`config.mk`:
```
export PLATFORM = sky130hd
export DESIGN_NAME = lsd_ctrl
export DESIGN_NICKNAME = d
export VERILOG_FILES = /design/src/sv/lsd_pkg.sv /design/src/sv/lsd_ctrl.sv
export SDC_FILE = /design/constraint.sdc
export NUM_CORES = 1
export LEC_CHECK = 0
export BUFFER_PORTS_ARGS = -buffer_cell sky130_fd_sc_hd__buf_2
export CAP_MARGIN = 25
export CORE_MARGIN = 10
export CORE_UTILIZATION = 46
export DETAILED_ROUTE_END_ITERATION = 16
export PLACE_DENSITY = 0.73
export SLEW_MARGIN = 20
export SYNTH_ARGS = -nofsm -noshare
export SYNTH_HDL_FRONTEND = slang
export SYNTH_SLANG_ARGS = --single-unit
```
`constraint.sdc`:
```
create_clock -name i_clk -period 2.9 [get_ports i_clk]
set_input_delay 0.58 -clock i_clk [delete_from_list [all_inputs] [get_ports i_clk]]
set_output_delay 0.58 -clock i_clk [all_outputs]
set_load 0.01 [all_outputs]
```
`src/sv/lsd_pkg.sv`:
```
// package of the decimal radix sort block: constants, types, power table
// no dependencies
package lsd_pkg;

    localparam int MAX_ITEMS_DEF = 64;
    localparam int RADIX         = 10;
    localparam int VAL_W         = 31;
    localparam int DIG_W         = 4;
    localparam int PASS_W        = 4;
    localparam int MAX_PASSES    = 10;
    localparam int PADDR_W       = 2;
    localparam int PDATA_W       = 32;
    localparam int RECIP_SHIFT   = 35;
    localparam logic [31:0] RECIP = 32'hCCCC_CCCD;

    localparam logic [PADDR_W-1:0] REG_DESCENDING = 2'd0;

    typedef enum logic [3:0] {
        S_LOAD,
        S_CHECK,
        S_COUNT,
        S_DRAIN_C,
        S_PREFIX,
        S_SCATTER,
        S_DRAIN_S,
        S_OUT_RD,
        S_OUT_WAIT,
        S_OUT_HOLD
    } t_state;

    typedef struct packed {
        logic load;
        logic blk_clear;
        logic clr_counts;
        logic issue_count;
        logic issue_scatter;
        logic prefix_step;
        logic swap;
        logic out_load;
        logic out_last;
    } t_cmd;

    typedef struct packed {
        logic pipe_busy;
        logic run_pass;
        logic out_valid;
    } t_sts;

    function automatic logic [VAL_W-1:0] pow10(input logic [PASS_W-1:0] p);
        logic [VAL_W-1:0] r;
        unique case (p)
            4'd0: r = 31'd1;
            4'd1: r = 31'd10;
            4'd2: r = 31'd100;
            4'd3: r = 31'd1000;
            4'd4: r = 31'd10000;
            4'd5: r = 31'd100000;
            4'd6: r = 31'd1000000;
            4'd7: r = 31'd10000000;
            4'd8: r = 31'd100000000;
            4'd9: r = 31'd1000000000;
            default: r = '1;
        endcase
        return r;
    endfunction

endpackage

```
`src/sv/lsd_ctrl.sv`:
```
// sequencer of the decimal radix sort: load, passes, output
// depends on lsd_pkg
module lsd_ctrl #(
    parameter int MAX_ITEMS = lsd_pkg::MAX_ITEMS_DEF,
    parameter int AW = (MAX_ITEMS > 1) ? $clog2(MAX_ITEMS) : 1,
    parameter int CW = $clog2(MAX_ITEMS + 1)
) (
    input  logic                        i_clk,
    input  logic                        i_rst_n,
    input  logic                        i_in_valid,
    input  logic                        i_in_last,
    output logic                        o_in_ready,
    input  lsd_pkg::t_sts               i_sts,
    input  logic [CW-1:0]               i_count,
    output lsd_pkg::t_cmd               o_cmd,
    output logic [AW-1:0]               o_addr,
    output logic [lsd_pkg::PASS_W-1:0]  o_pass,
    output logic [lsd_pkg::DIG_W-1:0]   o_bkt
);
    import lsd_pkg::*;

    t_state r_state, n_state;
    logic [CW-1:0]     r_idx, n_idx;
    logic [PASS_W-1:0] r_pass, n_pass;
    logic [DIG_W-1:0]  r_bkt, n_bkt;
    logic              idx_last;

    assign idx_last = (r_idx + CW'(1)) == i_count;
    assign o_addr   = r_idx[AW-1:0];
    assign o_pass   = r_pass;
    assign o_bkt    = r_bkt;

    always_ff @(posedge i_clk) begin
        if (!i_rst_n) begin
            r_state <= S_LOAD;
            r_idx   <= '0;
            r_pass  <= '0;
            r_bkt   <= '0;
        end else begin
            r_state <= n_state;
            r_idx   <= n_idx;
            r_pass  <= n_pass;
            r_bkt   <= n_bkt;
        end
    end

    always_comb begin
        n_state    = r_state;
        n_idx      = r_idx;
        n_pass     = r_pass;
        n_bkt      = r_bkt;
        o_cmd      = '0;
        o_in_ready = 1'b0;
        unique case (r_state)
            S_LOAD: begin
                o_in_ready = 1'b1;
                if (i_in_valid) begin
                    o_cmd.load = 1'b1;
                    if (i_in_last) begin
                        n_pass  = '0;
                        n_state = S_CHECK;
                    end
                end
            end
            S_CHECK: begin
                n_idx = '0;
                if (i_sts.run_pass) begin
                    o_cmd.clr_counts = 1'b1;
                    n_state = S_COUNT;
                end else begin
                    n_state = S_OUT_RD;
                end
            end
            S_COUNT: begin
                o_cmd.issue_count = 1'b1;
                n_idx = r_idx + CW'(1);
                if (idx_last) begin
                    n_state = S_DRAIN_C;
                end
            end
            S_DRAIN_C: begin
                if (!i_sts.pipe_busy) begin
                    n_bkt   = '0;
                    n_state = S_PREFIX;
                end
            end
            S_PREFIX: begin
                o_cmd.prefix_step = 1'b1;
                n_bkt = r_bkt + DIG_W'(1);
                if (r_bkt == DIG_W'(RADIX - 1)) begin
                    n_idx   = '0;
                    n_state = S_SCATTER;
                end
            end
            S_SCATTER: begin
                o_cmd.issue_scatter = 1'b1;
                n_idx = r_idx + CW'(1);
                if (idx_last) begin
                    n_state = S_DRAIN_S;
                end
            end
            S_DRAIN_S: begin
                if (!i_sts.pipe_busy) begin
                    o_cmd.swap = 1'b1;
                    n_pass  = r_pass + PASS_W'(1);
                    n_state = S_CHECK;
                end
            end
            S_OUT_RD: begin
                n_state = S_OUT_WAIT;
            end
            S_OUT_WAIT: begin
                o_cmd.out_load = 1'b1;
                o_cmd.out_last = idx_last;
                n_state = S_OUT_HOLD;
            end
            S_OUT_HOLD: begin
                if (!i_sts.out_valid) begin
                    if (idx_last) begin
                        o_cmd.blk_clear = 1'b1;
                        n_state = S_LOAD;
                    end else begin
                        n_idx   = r_idx + CW'(1);
                        n_state = S_OUT_RD;
                    end
                end
            end
            default: begin
                n_state = S_LOAD;
            end
        endcase
    end
endmodule

```
==> flow_metrics.tcl, run 1 <==
set metrics [dict create \
    status "finished clean" \
    hpwlAfterDp_mm 2.834 \
    critPathKind "reg2out" \
    finalSetupViolations 0 \
    drt_iter0_drc 107 \
    start_util_pct 48.36 \
    synth_edf_count 0 \
    num_vias 1463 \
    slew_headroom_pct 60.96 \
    numCtsBuffers 3 \
    die_w_um 76.66 \
    whs_path_depth 1 \
    antenna_found_initial 0 \
    synth-seq-area-share_pct 25.76 \
    period_needed_ns 2.681 \
    nNetsFinal 239 \
    syn_to_final_growth_pct 13.30 \
    synth_flop_cell "dfxtp_1" \
    path_depth 7 \
    cts_tree "built" \
    max_stage_delay_ns 0.44 \
    vdd_drop_max_mv 0.2567 \
    p_total_mw 0.9929 \
    rows 20 \
    clk_pin_slew_worst_paths_ns 0.12 \
    rrSetupSlack_ns 0.56 \
    fin_worst_skew_ns 0.004825 \
    setup-tns-final_ns 0 \
    cts.path.max_buffers 2 \
    cp.buffers_inverters 1 \
    grt_pass1_vias 1360 \
    grt_max_degree 20 \
    worst_setup_path_end_kind "primary output" \
    routabilityCongestion 0.8464 \
    drcViolationCount 0 \
    cp_max_fo 7 \
    post_drt_wl_per_cell_um 13.93 \
    gr-total-overflow 0 \
    cts_setup_buffers 0 \
    worst_ep_arrival_time_ns 2.10 \
    num_io_pins 38 \
    grt_pass1_wl_mm 6.396 \
    finalMaxSlewViolations 0 \
    r2r-start "r_state[1]" \
    synth_area_mm2 0.001476 \
    rsz0062_at_grt "false" \
    critPathSlowestCell "dfxtp_1" \
    avgViaCountPerCell 5.542 \
    drive_gt1_share_pct 21.82 \
    worst_setup_path_start_kind "flip-flop" \
    cts_sinks 19 \
    crit_chain "ha_2 > nand3_2 > o21ai_0 > and3_1 > nand3_1 > nor4_1 > buf_2" \
    tightest_slew_ns 0.5806 \
    holdBufCountCts 0 \
    core-area_mm2 0.003053 \
    yosysWarningCount 0 \
    hold_viol_final 0 \
    clockRootBuffer "clkbuf_4" \
    regToRegEndpoint "r_idx[3]" \
    diodes 0 \
    drt_pass1_iterations 4 \
    multi_input_area_mm2 0.001002 \
    min_from "o_bkt[3]" \
    power_density_mw_per_mm2 593.6 \
    die-height_um 76.66 \
    fill_cells 326 \
    clk_latency_ns 0.30 \
    ant_nets 0 \
    wl_mm 3.678 \
    post-route-period-util_pct 92.43 \
    post-route-util_pct 54.80 \
    place_area_mm2 0.001643 \
    synth_cells 193 \
    final_cell_area_mm2 0.001673 \
    critical-path-top-delay-family "simple AND/OR/NAND/NOR gates" \
    cp.required_ns 2.32 \
    seqCellArea_um2 381.6 \
    hold_end "o_bkt[3]" \
    reg2regPathDepth 6 \
    htreeDepth 1 \
    postSynthAreaPerCell_um2 7.650 \
    leakage_nw 0.6972 \
    fmax_ghz 0.3731 \
    grt_use_total_pct 12.58 \
    syn-num-nets 211 \
    synth_seq_cells 19 \
    dieArea_mm2 0.005876 \
    port_buffers 37 \
    hold_class "reg2reg" \
    async_flop_share_pct 0 \
    ys_types 50 \
    whs_ns 0.5088 \
    drv_cap 0 \
]
worst register-to-register path: stages, from the launching register on:
cell	delay, ns
dfxtp_1	0.69
nand2b_1	0.27
o22a_1	0.26
o21ai_1	0.23
o41ai_4	0.19
or4_1	0.50
a21oi_1	0.13
per-stage QoR:
stage | worst slack (ns) | std cells
6_report | 0.2195 | 264
5_1_grt | 0.01014 | 264
4_1_cts | 0.1199 | 264
3_5_place_dp | 0.4992 | 260
3_3_place_gp | 0.5548 | 260
2_1_floorplan | 0.6422 | 193
cell type report:
type | count | share of cell area, %
well taps | 44 | 3.291
inverters | 4 | 0.8975
flip-flops and latches | 19 | 22.81
repair buffers | 38 | 11.52
clock buffers | 4 | 1.571
multi-input cells | 155 | 59.91
where the power goes:
| part | total, mW | internal [mW] | switching, mW | leakage (nW) |
|---|---|---|---|---|
| clock network | 0.141 | 0.0537 | 0.0878 | 0.0150 |
| logic | 0.470 | 0.204 | 0.266 | 0.528 |
| registers | 0.381 | 0.290 | 0.0914 | 0.154 |
synthesized netlist by cell type (all sizes together) (4+ instances only):
master  number  area [um^2]
a21oi       10        53.80
a31oi        7        43.79
and2         4        25.02
and3         5        31.28
buf          9        58.80
clkbuf       6        22.52
dfxtp       19        380.4
ha           4        50.05
inv          4        15.01
nand2       12        45.04
nand2b       6        37.54
nand3       11        60.06
nor2        17        63.81
nor2b        5        31.28
nor3        11        55.05
o21ai       13        65.06
xnor2        6        52.55
xor2         6        52.55
how the worst max path moves through the flow:
| stage | startpoint | endpoint | slack, ns |
|---|---|---|---|
| after floorplan | r_idx[0] | o_cmd[0] | 0.64 |
| after global placement | r_idx[0] | o_cmd[0] | 0.55 |
| after detailed placement | r_idx[0] | o_cmd[0] | 0.50 |
| after CTS | r_idx[0] | o_cmd[0] | 0.12 |
| after global routing | r_idx[1] | o_cmd[0] | 0.01 |
| final | r_idx[1] | o_cmd[0] | 0.22 |
cells by family after synthesis:
| group | Yosys count | share of synthesized area, % |
|---|---|---|
| AND/OR/NAND/NOR | 86 | 31.36 |
| multiplexers | 3 | 2.034 |
| adder cells (fa/ha/maj) | 4 | 3.390 |
| AO/OA/AOI/OAI | 50 | 23.81 |
| flip-flops | 19 | 25.76 |
| buffers and inverters | 19 | 6.525 |
| XOR/XNOR | 12 | 7.119 |
state kept, by name (all words and copies together), names as in the netlist:
signal   cells
r_state      4
r_idx        7
o_bkt        4
o_pass       4
repair_timing:
| item | CTS | global route |
|---|---|---|
| endpoints found under the setup margin | 0 | 2 |
| gates resized for setup | 0 | 2 |
| endpoints found under the hold margin | 0 | 0 |
per-layer routing:
metal / GRT usage, % / up-vias / wire length (um)
met1: 16.90 / 665 / 1812
met5: 0 / - / 0
met2: 18.71 / 35 / 1607
li1: - / 759 / -
met3: 3.730 / 4 / 215
met4: 3.903 / 0 / 43
cell usage in the layout, fill, tap and decap left out, types with 2 or more instances in the layout:
master	instances
o21ai_1	3
a21oi_1	9
ha_1	3
buf_2	37
nor2b_1	5
clkbuf_4	3
nand2b_1	6
nor3b_1	2
nand3b_1	3
o211ai_1	2
xor2_1	6
xnor2_1	6
nand3_1	10
o21ai_0	10
nor3_1	11
and3_1	5
and2_1	4
nor4_1	2
or3b_1	2
a31oi_1	7
a211oi_1	2
mux2i_1	3
o21a_1	2
dfxtp_1	18
inv_1	4
o22a_1	2
nor2_1	17
nand2_1	12
Power figures use the tool's default switching activity.
==> inputs of run 2 (changes only) <==
- CAP_MARGIN: 25 -> 20
- CELL_PAD_IN_SITES_DETAIL_PLACEMENT: not set -> 1
- CELL_PAD_IN_SITES_GLOBAL_PLACEMENT: not set -> 2
- CORE_MARGIN: 10 -> not set
- CORE_UTILIZATION: 46 -> 29
- PLACE_DENSITY: 0.73 -> 0.8
==> run 2 against run 1 <==
Effect of this change: core utilization shrank 19 points; via count barely moved; sequential share of layout area is 0.70 points lower; routed wire length is 15% higher; critical path depth unchanged; maximum frequency up 1.3%; clock skew decreased by 0.0016 ns; count of clock-buffer cells in the layout down 1; global-route usage increased by 4.0 points; design area up 2.8%; critical path type unchanged; largest cell class unchanged; highest routed layer unchanged.
==> flow_metrics.tcl, run 2 (same netlist as run 1, synthesis figures left out) <==
set metrics [dict create \
    status "finished clean" \
    dp_slack_ns 0.4890 \
    routabilityCongestion 0.7597 \
    core-area_mm2 0.004817 \
    max_flop_register "r_idx" \
    gr-usage-met3_pct 2.881 \
    rrSetupSlack_ns 0.51 \
    numCtsBuffers 3 \
    drt_pass1_iterations 4 \
    drt_iter0_drc 60 \
    post_drt_wl_per_cell_um 14.71 \
    grt_max_degree 20 \
    gr-total-overflow 0 \
    num_vias 1464 \
    critPathKind "reg2out" \
    fin_worst_skew_ns 0.003210 \
    grt_pass1_vias 1422 \
    num_io_pins 38 \
    clk_pin_slew_worst_paths_ns 0.08 \
    clk_latency_ns 0.26 \
    grt_use_total_pct 16.54 \
    worst_ep_arrival_time_ns 2.07 \
    start_util_pct 30.65 \
    dpl.cell_count 283 \
    met2_usage_pct 27.26 \
    antenna_found_initial 0 \
    hpwlAfterDp_mm 3.177 \
    nNetsFinal 239 \
    avgViaCountPerCell 5.101 \
    finalMaxSlewViolations 0 \
    met1_usage_pct 22.71 \
    power_density_mw_per_mm2 621.0 \
    rows 25 \
    leakage_nw 0.7072 \
    ant_nets 0 \
    drv_cap 0 \
    worst_setup_path_start_kind "flip-flop" \
    period_needed_ns 2.646 \
    worst_setup_path_end_kind "primary output" \
    dieArea_mm2 0.005380 \
    vdd_drop_max_mv 0.3664 \
    clockRootBuffer "clkbuf_8" \
    holdBufCountCts 0 \
    final_cell_area_mm2 0.001720 \
    fill_cells 622 \
    tightest_slew_ns 0.6651 \
    hold_viol_final 0 \
    place_area_mm2 0.001672 \
    rsz0062_at_grt "false" \
    htreeDepth 1 \
    post-route-period-util_pct 91.24 \
    drive_gt1_share_pct 21.82 \
    hold_class "reg2reg" \
    fmax_ghz 0.3779 \
    die_w_um 73.35 \
    cts.path.max_buffers 2 \
    grt_pass1_wl_mm 6.865 \
    finalSetupViolations 0 \
    fin_ws_ns 0.2541 \
    cts_tree "built" \
    grt-busiest-layer "met2" \
    drcViolationCount 0 \
    slew_headroom_pct 55.28 \
    finalNonFillerCells 287 \
    largest_register_ffs 7 \
    die-height_um 73.35 \
    cp_max_fo 8 \
    cts_sinks 19 \
    setup-tns-final_ns 0 \
    layout_commonest_cell "buf_2" \
    cp.required_ns 2.32 \
    port_buffers 37 \
    layout_common_cells "buf_2, dfxtp_1, nor2_1" \
    wl_mm 4.221 \
    diodes 0 \
    syn_to_final_growth_pct 16.53 \
]
[run 2: cell types whose count changed in the layout (fill, tap and decap cells not counted), sizes merged]
cell / change
clkbuf: -1
clkinv: +1
[run 2: what timing repair did]
action	CTS	global route
setup buffers	0	0
resized for setup	0	1
setup endpoints to repair	0	1
[run 2: power breakdown]
group	switching, mW	internal [mW]
combinational	0.284	0.204
sequential	0.0929	0.289
clock	0.103	0.0959
[run 2: through the flow]
step	total power, mW	hold slack, ns	util [%]
2_1_floorplan	0.7381	0.4829	-
3_3_place_gp	0.8722	0.4978	34.70
3_5_place_dp	0.8793	0.4996	34.70
4_1_cts	1.081	0.5183	35.66
5_1_grt	1.164	0.5694	35.71
6_report	1.068	0.5072	35.71
[run 2: layout make-up]
type | count | area, um^2 | area share (%)
clock buffers | 3 | 41.29 | 2.400
clock inverters | 1 | 5.005 | 0.2909
inverters | 4 | 15.01 | 0.8727
multi-input cells | 155 | 1002 | 58.25
flip-flops and latches | 19 | 380.4 | 22.11
well taps | 67 | 83.83 | 4.873
repair buffers | 38 | 192.7 | 11.20
[run 2: final timing paths]
path / from / to / depth (start not counted)
max: r_idx[0] / o_cmd[0] / 7
min: o_bkt[3] / o_bkt[3] / 1
max reg2reg: r_idx[0] / r_state[1] / 7
min reg2reg: o_bkt[3] / o_bkt[3] / 1
[run 2: routing by layer]
metal | part of all wire [%] | routed length (um) | up-vias
li1 | - | - | 756
met1 | 50 | 2092 | 677
met2 | 46 | 1939 | 29
met3 | 3.8 | 161 | 2
met4 | 0.64 | 27 | 0
met5 | 0 | 0 | -
[run 2: critical path: stages (launching register included)]
cell and delay, ns:
dfxtp_1 0.47, ha_2 0.30, nand3_2 0.12, or3_1 0.43, o211a_1 0.16, nand3_1 0.10
nor4_1 0.05, buf_2 0.16
==> inputs of run 3 (changes only) <==
- REMOVE_ABC_BUFFERS: not set -> 1
==> run 3 against run 2 <==
Effect of this change: core utilization is 0.18 points higher; maximum frequency is 0.60% lower; global-route usage hardly changed; clock power is 3% lower; total power is 0.43% higher; critical endpoint is now o_cmd[7].
==> flow_metrics.tcl, run 3 (same netlist as run 1, synthesis figures left out) <==
set metrics [dict create \
    status "finished clean" \
    worst_setup_path_start_kind "flip-flop" \
    die-height_um 73.35 \
    drt_iter0_drc 64 \
    power_switching_share_pct 44.51 \
    period_needed_ns 2.662 \
    avgViaCountPerCell 5.188 \
    final_cell_area_mm2 0.001729 \
    fill_cells 617 \
    nNetsFinal 240 \
    comb_power_share_pct 46.5 \
    p_int_mw 0.5955 \
    finalSetupViolations 0 \
    cts_tree "built" \
    layout_common_cells "buf_2, dfxtp_1, nor2_1" \
    post_drt_wl_per_cell_um 14.49 \
    syn_to_final_growth_pct 17.12 \
    drt_pass1_iterations 4 \
    die_w_um 73.35 \
    cp_max_fo 7 \
    p_sw_mw 0.4776 \
    num_vias 1494 \
    clk_pin_slew_worst_paths_ns 0.08 \
    seqCellArea_um2 381.6 \
    leakage_nw 0.7129 \
    dieArea_mm2 0.005380 \
    grt_use_total_pct 16.59 \
    fin_ws_ns 0.2380 \
    critical-path-top-delay-family "simple AND/OR/NAND/NOR gates" \
    slew_headroom_pct 58.66 \
    multi_input_area_mm2 0.001002 \
    pwr-share-clk_pct 17.9 \
    cts_sinks 19 \
    hold_class "reg2reg" \
    drive_gt1_share_pct 22.62 \
    vdd_drop_max_mv 0.3032 \
    start_util_pct 30.65 \
    post-route-period-util_pct 91.79 \
    fin_worst_skew_ns 0.003337 \
    finalMaxSlewViolations 0 \
    crit_chain "ha_2 > nor3b_1 > o21a_1 > o211a_1 > nand3_1 > nor3_1 > buf_2" \
    dpl.cell_count 284 \
    dp_slack_ns 0.4329 \
    largest_register_ffs 7 \
    hpwlAfterDp_mm 3.121 \
    wl_mm 4.173 \
    worst_setup_path_end_kind "primary output" \
    pwr-share-seq_pct 35.6 \
    htreeDepth 1 \
    core-area_mm2 0.004817 \
    grt_max_degree 20 \
    port_buffers 37 \
    layout_commonest_cell "buf_2" \
    hold_viol_final 0 \
    worst_ep_arrival_time_ns 2.08 \
    gr-total-overflow 0 \
    finalNonFillerCells 288 \
    grt_pass1_wl_mm 6.975 \
    ant_nets 0 \
    rows 25 \
    rsz0062_at_grt "false" \
    tightest_slew_ns 0.6148 \
    cts.path.max_buffers 2 \
    place_area_mm2 0.001679 \
    critPathKind "reg2out" \
    drcViolationCount 0 \
    clockRootBuffer "clkbuf_8" \
    num_io_pins 38 \
    antenna_found_initial 0 \
    drv_cap 0 \
    clk_latency_ns 0.26 \
    numCtsBuffers 3 \
    cp.buffers_inverters 1 \
    setup-tns-final_ns 0 \
    routabilityCongestion 0.7585 \
    grt_pass1_vias 1435 \
    cp.required_ns 2.32 \
    power_density_mw_per_mm2 620.5 \
    max_stage_delay_ns 0.42 \
    critPathSlowestCell "dfxtp_1" \
    diodes 0 \
    fmax_ghz 0.3757 \
    max_flop_register "r_idx" \
]
[run 3: cell types whose count changed in the layout (fill, tap and decap cells not counted)]
cell / previous run / this run
dfxtp_1: 19 / 18
dfxtp_2: 0 / 1
buf_4: 1 / 2
[run 3: cell type report]
class                   count  share of cell area (%)
well taps                  67                   4.848
multi-input cells         155                   57.96
inverters                   4                  0.8683
repair buffers             39                   11.58
clock inverters             1                  0.2894
flip-flops and latches     19                   22.07
clock buffers               3                   2.388
[run 3: what timing repair did]
| action | CTS | global route |
|---|---|---|
| setup buffers | 0 | 0 |
| resized for setup | 0 | 2 |
| hold buffers | 0 | 0 |
| endpoints found under the setup margin | 0 | 2 |
[run 3: worst paths after layout]
path	startpoint	end	slack (ns)	cells after the start
max	r_idx[1]	o_cmd[7]	0.24	7
min	o_bkt[3]	o_bkt[3]	0.53	1
max reg2reg	r_idx[1]	r_state[1]	0.58	7
min reg2reg	o_bkt[3]	o_bkt[3]	0.53	1
[run 3: worst reg2reg max path, cell delays in order, from the launching register on]
cell and delay (ns):
dfxtp_1 0.42, ha_2 0.29, nor3b_1 0.25, o21a_1 0.19, o211ai_2 0.13, o31ai_1 0.58
a21oi_1 0.13, a311oi_1 0.25
[run 3: per-layer routing]
metal	GRT usage, %	up-vias	routed length (um)
met2	26.85	16	1916
met1	23.17	721	2147
met5	0	-	0
met3	3.292	2	77
li1	-	755	-
met4	2.564	0	33
[run 3: metrics by stage]
| stage | hold WS [ns] | power (mW) | util [%] |
|---|---|---|---|
| detailed placement | 0.5265 | 0.8802 | 34.86 |
| global route | 0.5657 | 1.155 | 35.90 |
| floorplan | 0.4980 | 0.7121 | - |
| global placement | 0.4906 | 0.8750 | 34.86 |
| CTS | 0.5385 | 1.079 | 35.82 |
| finish | 0.5285 | 1.073 | 35.90 |
[run 3: power by group through the flow]
stage | combinational, mW | clock [mW] | sequential, mW
final | 0.499 | 0.193 | 0.382
after global routing | 0.554 | 0.208 | 0.393
after CTS | 0.499 | 0.201 | 0.378
after detailed placement | 0.496 | 0 | 0.384
after global placement | 0.493 | 0 | 0.382
after floorplan | 0.347 | 0 | 0.365
